## config.mk

```make
export PLATFORM = sky130hd
export DESIGN_NAME = vwi_cell
export DESIGN_NICKNAME = d
export VERILOG_FILES = /design/src/rtl/assert_macros.svh /design/src/rtl/vwi_pkg.sv /design/src/rtl/vwi_cell.sv
export SDC_FILE = /design/constraint.sdc
export NUM_CORES = 1
export LEC_CHECK = 0
export ABC_AREA = 1
export BUFFER_PORTS_ARGS = -buffer_cell sky130_fd_sc_hd__buf_4
export CAP_MARGIN = 25
export CORE_MARGIN = 3
export CORE_UTILIZATION = 25
export DETAILED_ROUTE_END_ITERATION = 6
export PLACE_DENSITY_LB_ADDON = 0.25
export SLEW_MARGIN = 20
export SYNTH_ARGS = -nofsm -noshare
export SYNTH_HDL_FRONTEND = slang
export SYNTH_SLANG_ARGS = --single-unit
```

## constraint.sdc

```tcl
create_clock -name clk -period 0.8 [get_ports clk]
set_input_delay 0.16 -clock clk [delete_from_list [all_inputs] [get_ports clk]]
set_output_delay 0.16 -clock clk [all_outputs]
set_load 0.01 [all_outputs]
```

## src/rtl/assert_macros.svh

```systemverilog
// Assertion helpers included by the vertex welder unit.
// Each check is clocked on clk and switched off while rst_n is low.
`ifndef ASSERT_MACROS_SVH
`define ASSERT_MACROS_SVH

// Check that a condition holds on every rising clock edge.
`define VWI_ASSERT_ALWAYS(label, cond, msg) \
    label: assert property (@(posedge clk) disable iff (!rst_n) (cond)) else $error(msg);

// Check that the consequent holds in the same cycle as the antecedent.
`define VWI_ASSERT_SAME(label, ante, cons, msg) \
    label: assert property (@(posedge clk) disable iff (!rst_n) (ante) |-> (cons)) \
        else $error(msg);

// Check that the consequent holds in the cycle after the antecedent.
`define VWI_ASSERT_NEXT(label, ante, cons, msg) \
    label: assert property (@(posedge clk) disable iff (!rst_n) (ante) |=> (cons)) \
        else $error(msg);

`endif

```

## src/rtl/vwi_pkg.sv

```systemverilog
package vwi_pkg;

    // Field widths
    localparam int COORD_W   = 21;
    localparam int TOL_W     = 20;
    localparam int OUT_IDX_W = 8;

    // Distance arithmetic widths: difference, square, sum of squares
    localparam int DIFF_W = COORD_W + 1;
    localparam int PROD_W = 2 * DIFF_W;
    localparam int SQ_W   = 2 * DIFF_W - 1;
    localparam int SUM_W  = SQ_W + 1;

    // Merge tolerance after reset: 0.1 px squared, rounded up
    localparam logic [TOL_W-1:0] TOL_RESET = 20'd41;

    typedef logic signed [COORD_W-1:0] coord_t;
    typedef logic signed [DIFF_W-1:0]  diff_t;
    typedef logic [TOL_W-1:0]          tol_t;

    // One stored vertex: x in the low half, y in the high half
    typedef struct packed {
        coord_t y;
        coord_t x;
    } vert_t;

endpackage

```

## src/rtl/vwi_cell.sv

```systemverilog
module vwi_cell (
    input  logic          clk,
    input  logic          shift_en,
    input  vwi_pkg::vert_t vert_in,
    output vwi_pkg::vert_t vert_out
);
    import vwi_pkg::*;

    vert_t vert_reg;

    // Take the neighbour's vertex on every shift
    always_ff @(posedge clk)
    begin
        if (shift_en)
        begin
            vert_reg <= vert_in;
        end
    end

    assign vert_out = vert_reg;

endmodule

```

==> impl_metrics.json <==
{
  "dieWidth_microns": 77.0,
  "antenna_found_initial": 0,
  "placed_area_sq_um": 2020,
  "post_cts.repair.setup_buffers": 0,
  "endpoint_kind": "output pin",
  "port_buffers": 85,
  "globalplace.congestion": 0.622,
  "hold_path_class": "input pin to flop",
  "yosysWarningCount": 0,
  "synthesis.nets": 86,
  "place_ws_ns": 0.0396,
  "finalWorstSetupSlack_ns": -0.193,
  "fillers": 424,
  "synth_cell_types": 1,
  "post-route-cell-area_sq_um": 2290,
  "layout.area.seq_sq_um": 1260,
  "via_count": 769,
  "power_leakage_nw": 0.950,
  "grt_max_degree": 24,
  "crit_type": "flop to output pin",
  "via_per_inst": 3.77,
  "cp_slowest_cell": "edfxtp_1",
  "antenna_cells": 0,
  "hold_end": "vert_out[28]",
  "cts.path.max_buffers": 2,
  "dpl.cell_count": 196,
  "clk_pin_slew_ns": 0.08,
  "whs_ns": 0.0475,
  "drc": 0,
  "grt_pass1_wl_microns": 4080,
  "cts_max_level": 2,
  "hold_path_depth": 1,
  "drt-pass1-iter-count": 4,
  "maxSlewViolCount": 0,
  "std_cell_rows": 25,
  "final_util": 0.479,
  "routed_wl_microns": 2680,
  "netlist_top_cells_area": "edfxtp_1 (100%)",
  "min-delay-start": "vert_in[28]",
  "final_cells": 204,
  "core-area_sq_um": 4790,
  "grt_pass1_vias": 813,
  "synth_top_area_frac": 1.00,
  "status": "finished with violations",
  "ioPinCount": 86,
  "fmax_ghz": 1.01,
  "numCtsBuffers": 5,
  "cp_top_family": "flip-flops",
  "final-setup-viol-count": 42,
  "cp.required_ns": 0.64,
  "tritoncts": "built",
  "arrival_ns": 0.83,
  "overflow": 0,
  "antenna_left": 0,
  "cts-root-buf": "clkbuf_8",
  "critPathBufInv": 1,
  "dp_hpwl_microns": 2010,
  "drv_cap": 0,
  "drive_above_1_share": 0.686,
  "synth_area_sq_um": 1260,
  "ir_worst_vdd_uv": 962,
  "min_period_ns": 0.993,
  "start_util": 0.264,
  "critPathMaxFanout": 1,
  "cp-start-kind": "flop",
  "syn_to_final_growth_pct": 81.9,
  "seq_area_frac_synth": 1.00,
  "final.setup.tns_ns": -6.80,
  "slowest_delay_ns": 0.41,
  "hold_viol_final": 0,
  "synth_cells": 42,
  "tightestPinTransition_ns": 0.126,
  "rsz0062_at_grt": "true",
  "cp_cell_sequence": "buf_6",
  "power_density_nw_per_um2": 2280,
  "syn_avg_cell_area_sq_um": 30.0,
  "synth_top_cell_by_area": "edfxtp_1",
  "fin_crit_sh": 1.24,
  "p_total_mw": 5.23,
  "multiInputGateArea_sq_um": 0,
  "drt_iter0_markers": 57,
  "holdBufCountCts": 0,
  "grt.total_usage": 0.0910,
  "wire_per_inst_microns": 13.1,
  "relSlewSlack": 0.916,
  "largest_register_ffs": 42,
  "die_h_microns": 77.0,
  "nNetsFinal": 180,
  "cts_sinks": 42,
  "nMultiInputCombCells": 0,
  "dieArea_sq_um": 5930,
  "ys_seq_elements": 42,
  "failed_checks": "setup timing"
}
==> cell usage after synthesis <==
library cell and count:
edfxtp_1 42
==> layer usage <==
metal,wire [microns],vias to the layer above,GRT usage
li1,-,357,-
met3,341,4,0.0587
met4,41,0,0.0480
met2,1360,57,0.138
met1,939,351,0.0974
met5,0,-,0
==> kinds of logic (layout without fill, tap and decap cells) <==
group | after synthesis | after routing | synth area share
flip-flops | 42 | 42 | 1.00
buffers and inverters | 0 | 95 | 0
==> worst max-delay path by stage <==
stage	start	end	cells past startpoint
global route	vert_out[2]	vert_out[2]	1
global placement	shift_en	vert_out[37]	2
finish	vert_out[11]	vert_out[11]	1
floorplan	vert_out[0]	vert_out[0]	0
detailed placement	shift_en	vert_out[28]	2
CTS	vert_out[2]	vert_out[2]	1
==> area by class of cell <==
class,count,share of cell area
clock buffer,5,0.0300
clock inverter,3,0.0278
sequential,42,0.550
tap,67,0.0365
timing repair buffer,87,0.356
==> cell usage in the layout, fill, tap and decap left out <==
master / Yosys / routed
buf_12: 0 / 2
buf_4: 0 / 48
buf_6: 0 / 37
bufinv_16: 0 / 2
clkbuf_8: 0 / 5
clkinv_1: 0 / 1
edfxtp_1: 42 / 42
==> power by group <==
part | internal, mW | leakage (nW) | switching [mW]
clock | 1.23 | 0.0658 | 0.657
combinational | 0.428 | 0.473 | 0.216
sequential | 2.62 | 0.411 | 0.0753
total | 4.28 | 0.950 | 0.948
==> timing repair <==
action | in CTS | in global routing
endpoints found under the setup margin | 42 | 42
gates resized for setup | 23 | 14
hold endpoints to repair | 0 | 0
Power figures use the tool's default switching activity.
