===== src/rtl/assert_macros.svh =====
// Assertion helpers included by the vertex welder unit.
// Each check is clocked on clk and switched off while rst_n is low.
`ifndef ASSERT_MACROS_SVH
`define ASSERT_MACROS_SVH

// Check that a condition holds on every rising clock edge.
`define VWI_ASSERT_ALWAYS(label, cond, msg) \
    label: assert property (@(posedge clk) disable iff (!rst_n) (cond)) else $error(msg);

// Check that the consequent holds in the same cycle as the antecedent.
`define VWI_ASSERT_SAME(label, ante, cons, msg) \
    label: assert property (@(posedge clk) disable iff (!rst_n) (ante) |-> (cons)) \
        else $error(msg);

// Check that the consequent holds in the cycle after the antecedent.
`define VWI_ASSERT_NEXT(label, ante, cons, msg) \
    label: assert property (@(posedge clk) disable iff (!rst_n) (ante) |=> (cons)) \
        else $error(msg);

`endif


===== src/rtl/vwi_pkg.sv =====
package vwi_pkg;

    // Field widths
    localparam int COORD_W   = 21;
    localparam int TOL_W     = 20;
    localparam int OUT_IDX_W = 8;

    // Distance arithmetic widths: difference, square, sum of squares
    localparam int DIFF_W = COORD_W + 1;
    localparam int PROD_W = 2 * DIFF_W;
    localparam int SQ_W   = 2 * DIFF_W - 1;
    localparam int SUM_W  = SQ_W + 1;

    // Merge tolerance after reset: 0.1 px squared, rounded up
    localparam logic [TOL_W-1:0] TOL_RESET = 20'd41;

    typedef logic signed [COORD_W-1:0] coord_t;
    typedef logic signed [DIFF_W-1:0]  diff_t;
    typedef logic [TOL_W-1:0]          tol_t;

    // One stored vertex: x in the low half, y in the high half
    typedef struct packed {
        coord_t y;
        coord_t x;
    } vert_t;

endpackage


===== src/rtl/vwi_dist.sv =====
module vwi_dist #(
    parameter int TAG_W = 8
) (
    input  logic              clk,
    input  logic              rst_n,
    input  logic              probe_valid,
    input  logic [TAG_W-1:0]  probe_tag,
    input  vwi_pkg::vert_t    entry,
    input  vwi_pkg::vert_t    point,
    input  vwi_pkg::tol_t     tol,
    output logic              hit,
    output logic [TAG_W-1:0]  hit_tag
);
    import vwi_pkg::*;

    logic              s1_valid_reg;
    logic [TAG_W-1:0]  s1_tag_reg;
    diff_t             dx_reg;
    diff_t             dy_reg;
    logic              s2_valid_reg;
    logic [TAG_W-1:0]  s2_tag_reg;
    logic [SQ_W-1:0]   sqx_reg;
    logic [SQ_W-1:0]   sqy_reg;

    diff_t             dx_next;
    diff_t             dy_next;
    logic signed [PROD_W-1:0] sqx_full;
    logic signed [PROD_W-1:0] sqy_full;
    logic [SUM_W-1:0]  dist_sum;

    // Stage 1: coordinate differences
    assign dx_next = DIFF_W'(entry.x) - DIFF_W'(point.x);
    assign dy_next = DIFF_W'(entry.y) - DIFF_W'(point.y);

    // Stage 2: squares
    assign sqx_full = dx_reg * dx_reg;
    assign sqy_full = dy_reg * dy_reg;

    always_ff @(posedge clk or negedge rst_n)
    begin
        if (!rst_n)
        begin
            s1_valid_reg <= 1'b0;
            s2_valid_reg <= 1'b0;
        end
        else
        begin
            s1_valid_reg <= probe_valid;
            s2_valid_reg <= s1_valid_reg;
        end
    end

    always_ff @(posedge clk)
    begin
        s1_tag_reg <= probe_tag;
        dx_reg     <= dx_next;
        dy_reg     <= dy_next;
        s2_tag_reg <= s1_tag_reg;
        sqx_reg    <= sqx_full[SQ_W-1:0];
        sqy_reg    <= sqy_full[SQ_W-1:0];
    end

    // Stage 3: add squares and compare with the tolerance
    assign dist_sum = SUM_W'(sqx_reg) + SUM_W'(sqy_reg);
    assign hit      = s2_valid_reg && (dist_sum < SUM_W'(tol));
    assign hit_tag  = s2_tag_reg;

endmodule


===== config.mk =====
export PLATFORM = sky130hd
export DESIGN_NAME = vwi_dist
export DESIGN_NICKNAME = d
export VERILOG_FILES = /design/src/rtl/assert_macros.svh /design/src/rtl/vwi_pkg.sv /design/src/rtl/vwi_dist.sv
export SDC_FILE = /design/constraint.sdc
export NUM_CORES = 2
export LEC_CHECK = 0
export ABC_AREA = 1
export BUFFER_PORTS_ARGS = -buffer_cell sky130_fd_sc_hd__buf_4
export CAP_MARGIN = 5
export CORE_MARGIN = 5
export CORE_UTILIZATION = 47
export DETAILED_ROUTE_END_ITERATION = 7
export GPL_TIMING_DRIVEN = 0
export HOLD_SLACK_MARGIN = 0.1
export SLEW_MARGIN = 40
export SYNTH_ARGS = -nofsm -noshare
export SYNTH_HDL_FRONTEND = slang
export SYNTH_SLANG_ARGS = --single-unit

===== constraint.sdc =====
create_clock -name clk -period 8.4 [get_ports clk]
set_input_delay 0.42 -clock clk [delete_from_list [all_inputs] [get_ports clk]]
set_output_delay 0.42 -clock clk [all_outputs]
set_load 0.005 [all_outputs]

==> results by group <==
Global route
  – First-pass GRT wire length: 181,000 µm
  – Congestion Overflow GR: 0
  – Total GRT Usage: 24.5%
  – Antenna violations before repair: 0
  – Met2 Resource Use GR: 39.9%
  – M3 GR Usage: between 4 and 5%
  – Largest net degree at the start of global routing: 18
  – GR peak layer: met2
  – Met1 GRT Util: 34.6%
  – Number of global-route vias before repair: 33,634

Hold path
  – Hold path start: point[21]
  – Hold Path Sink: dy_reg[0]
  – Worst Hold Depth: 3
  – Hold crit path type: primary input to register

Routing
  – Initial drt markers: 1,866
  – Initial DRT Pass Iterations: 5
  – Final ANT Viol Nets: 0
  – Total wire length: 112,000 µm
  – Drc violations: 0
  – Vias: 31,705
  – Vias per cell: between 4 and 5
  – Routed wire length per instance: roughly 17 µm

Logic synthesis
  – Syn Inst Count: 5,116
  – Post-Synth Simple-Gate Area: 14.0%
  – Area contributors post-synth: fa_1, inv_1, ha_1, nand2_1, dfxtp_1
  – Share of the synthesized area in the top cell type: between 40% and 50%
  – Yosys reg bits: ~150
  – Async SR Flop Fraction: 1.37%
  – Cell Area, Synth: 0.0416 mm²
  – Synth Area in XOR/XNOR: 3.81%
  – Post-synth top flop: dfxtp_1
  – Largest family of logic cells by synthesized area: adder cells
  – Post-Synth Adder-Cell Area: a little over half
  – Synth warn: 0
  – Synth unique cells: 50
  – Mux contribution to synthesized area: 0%
  – Yosys top cell by area: fa_1
  – Synth Area in Compound Gates: slightly above 5%
  – Sequential share of the synthesized area: 7.05%
  – Syn nets: 6,515
  – Post-synth EDFFs: 0
  – Syn_area_per_cell: 8.14 µm²

Timing
  – Worst-Margin Slew: a little under 1 ns
  – Fin. Hold Viols: 0
  – RSZ-0062 raised after global routing: yes
  – Final Critical Period: 8.19 ns
  – Worst relative slew slack: 34.3%
  – Final setup viols: 0
  – Max Fclk: 122 MHz
  – Max-slew violation count: 0
  – Final Skew: 0.0277 ns
  – Final worst path period share: 97.5%

Clock tree
  – CTS tree: built
  – H-tree Lvls: 4
  – Reg clk slew, reported paths: 0.09 ns
  – Clk buf depth: 2
  – Later-pin clock latency in the skew report: 0.50 ns
  – Clk root buf: clkbuf_16
  – Total CTS buffers: 17
  – Post-CTS setup buffers: 0
  – Num Clock Sinks: between 100 and 150

Floorplan
  – I/O pins: approximately 120
  – Die Ht: 308 µm
  – Core Area: approximately 0.09 mm²
  – Initial core utilization: 47.2%
  – Die footprint: 0.0946 mm²
  – Site Rows: 109
  – Die Span X: 308 µm

Placement
  – Placed insts: 6,405
  – Post-DP HPWL: 98,700 µm
  – Gp weighted congestion: 0.979
  – PortBufs: 123

Worst setup path
  – R2r worst-path depth: 22
  – Critical path's top delay family: adder cells
  – R2r setup slk: 0.21 ns
  – CP most frequent cell: fa_1
  – Setup crit end kind: register
  – Critical Path AT: 8.60 ns
  – Largest stage delay on the critical path: about 0.83 ns
  – CP max FO: 10
  – Reg2reg start: dy_reg[4]
  – FF-to-FF End: sqy_reg[41]
  – CP required: 8.81 ns
  – Crit path buffers/inverters: 7
  – Crit Path Class: register to register
  – Crit-path slowest cell: fa_1
  – CP startpoint kind: register
  – Crit path cell chain: clkbuf_1, nand2_1, fa_1, inv_1, fa_1, fa_1, inv_1, fa_1, inv_1, fa_1, inv_1, fa_1, fa_1, inv_1, ha_1, inv_1, nor3_1, nand2_1, nor3_1, nand4_1, nand3_1, xor2_1

Job
  – MaxCap Viol Count: 0

Finish
  – Nets@finish: 6,668
  – Share of cells above drive strength 1: about 4.2%
  – Commonest non-fill, non-tap cell in the layout: inv_1
  – Filler Cell Count: a little under 9,000
  – Layout Cells excl Fill: 6,447
  – Syn-to-layout area delta: 7.47%
  – Commonest non-fill, non-tap cells in the layout: inv_1, nand2_1, fa_1, ha_1, nor2_1
  – # diodes: 0

Outcome
  – Status: finished clean
## Yosys cell counts, types with 25 or more instances
cell type and count:
xnor2_1 69, nand4_1 27, clkbuf_1 89, a31oi_1 25
inv_1 1600, xor2_1 112, dfxtp_1 144, nor2_1 231
nand3_1 93, a21oi_1 162, fa_1 896, ha_1 388
nand2_1 1021, o21ai_0 75
## stage by stage
stage	worst slack (ns)	utilization, %	setup TNS (ns)	hold WS [ns]	cell area, µm²
final	0.209	50.8	0	0.189	44700
after detailed placement	0.205	50.0	0	0.204	44000
after floorplan	1.88	-	0	0.124	41600
after CTS	0.157	50.8	0	0.152	44700
after global placement	0.0180	49.9	0	0.203	44000
after global routing	-0.0496	50.8	-0.0496	0.174	44700
## worst max path at each step
| stage | start | endpoint | slack [ns] | cells after the start |
|---|---|---|---|---|
| after floorplan | dy_reg[21] | sqy_reg[41] | 1.88 | 23 |
| after CTS | dy_reg[21] | sqy_reg[41] | 0.16 | 23 |
| after global routing | dy_reg[4] | sqy_reg[41] | -0.05 | 22 |
| after global placement | dy_reg[21] | sqy_reg[41] | 0.02 | 23 |
| after detailed placement | dy_reg[21] | sqy_reg[41] | 0.20 | 23 |
| final | dy_reg[4] | sqy_reg[41] | 0.21 | 22 |
## repair_timing
| action | CTS | global route |
|---|---|---|
| hold buffers | 10 | 0 |
| gates resized for setup | 0 | 3 |
| hold endpoints to repair | 11 | 0 |
| setup endpoints to repair | 0 | 5 |
## cell type report
class / instances / area, µm² / share of cell area (%)
Buffer: 94 / 364 / 0.814
Clock buffer: 18 / 439 / 0.982
Clock inverter: 14 / 163 / 0.364
Inverter: 1600 / 6010 / 13.4
Multi-Input combinational cell: 3276 / 32300 / 72.3
Sequential cell: 146 / 2930 / 6.56
Tap cell: 1165 / 1460 / 3.26
Timing Repair Buffer: 134 / 1030 / 2.31
## logic make-up (layout without fill, tap and decap cells)
family | Yosys count | count (layout)
fa+ha+maj | 1284 | 1284
xor+xnor | 181 | 181
simple gates | 1448 | 1448
buf+inv | 1694 | 1860
compound gates | 362 | 362
flops | 146 | 146
other cells | 1 | 1
## routing by layer
metal  vias up  wire length, µm  part of all wire (%)
met5         -                0                     0
li1      15082                -                     -
met2       890            51800                    46
met3       127             7830                   7.0
met1     15606            50000                    45
met4         0             2660                   2.4
## worst reg2reg max path, delay by kind of cell (launching register included)
family,cells,cell delay (ns)
xor gates and xnor gates,1,0.16
adders and majority gates,8,4.54
buffers and inverters,7,1.43
DFF,1,0.60
and+or+nand+nor,6,1.37
Power is not shown: default switching activity piles up to over one toggle a cycle in this logic, so the estimate is an artifact.
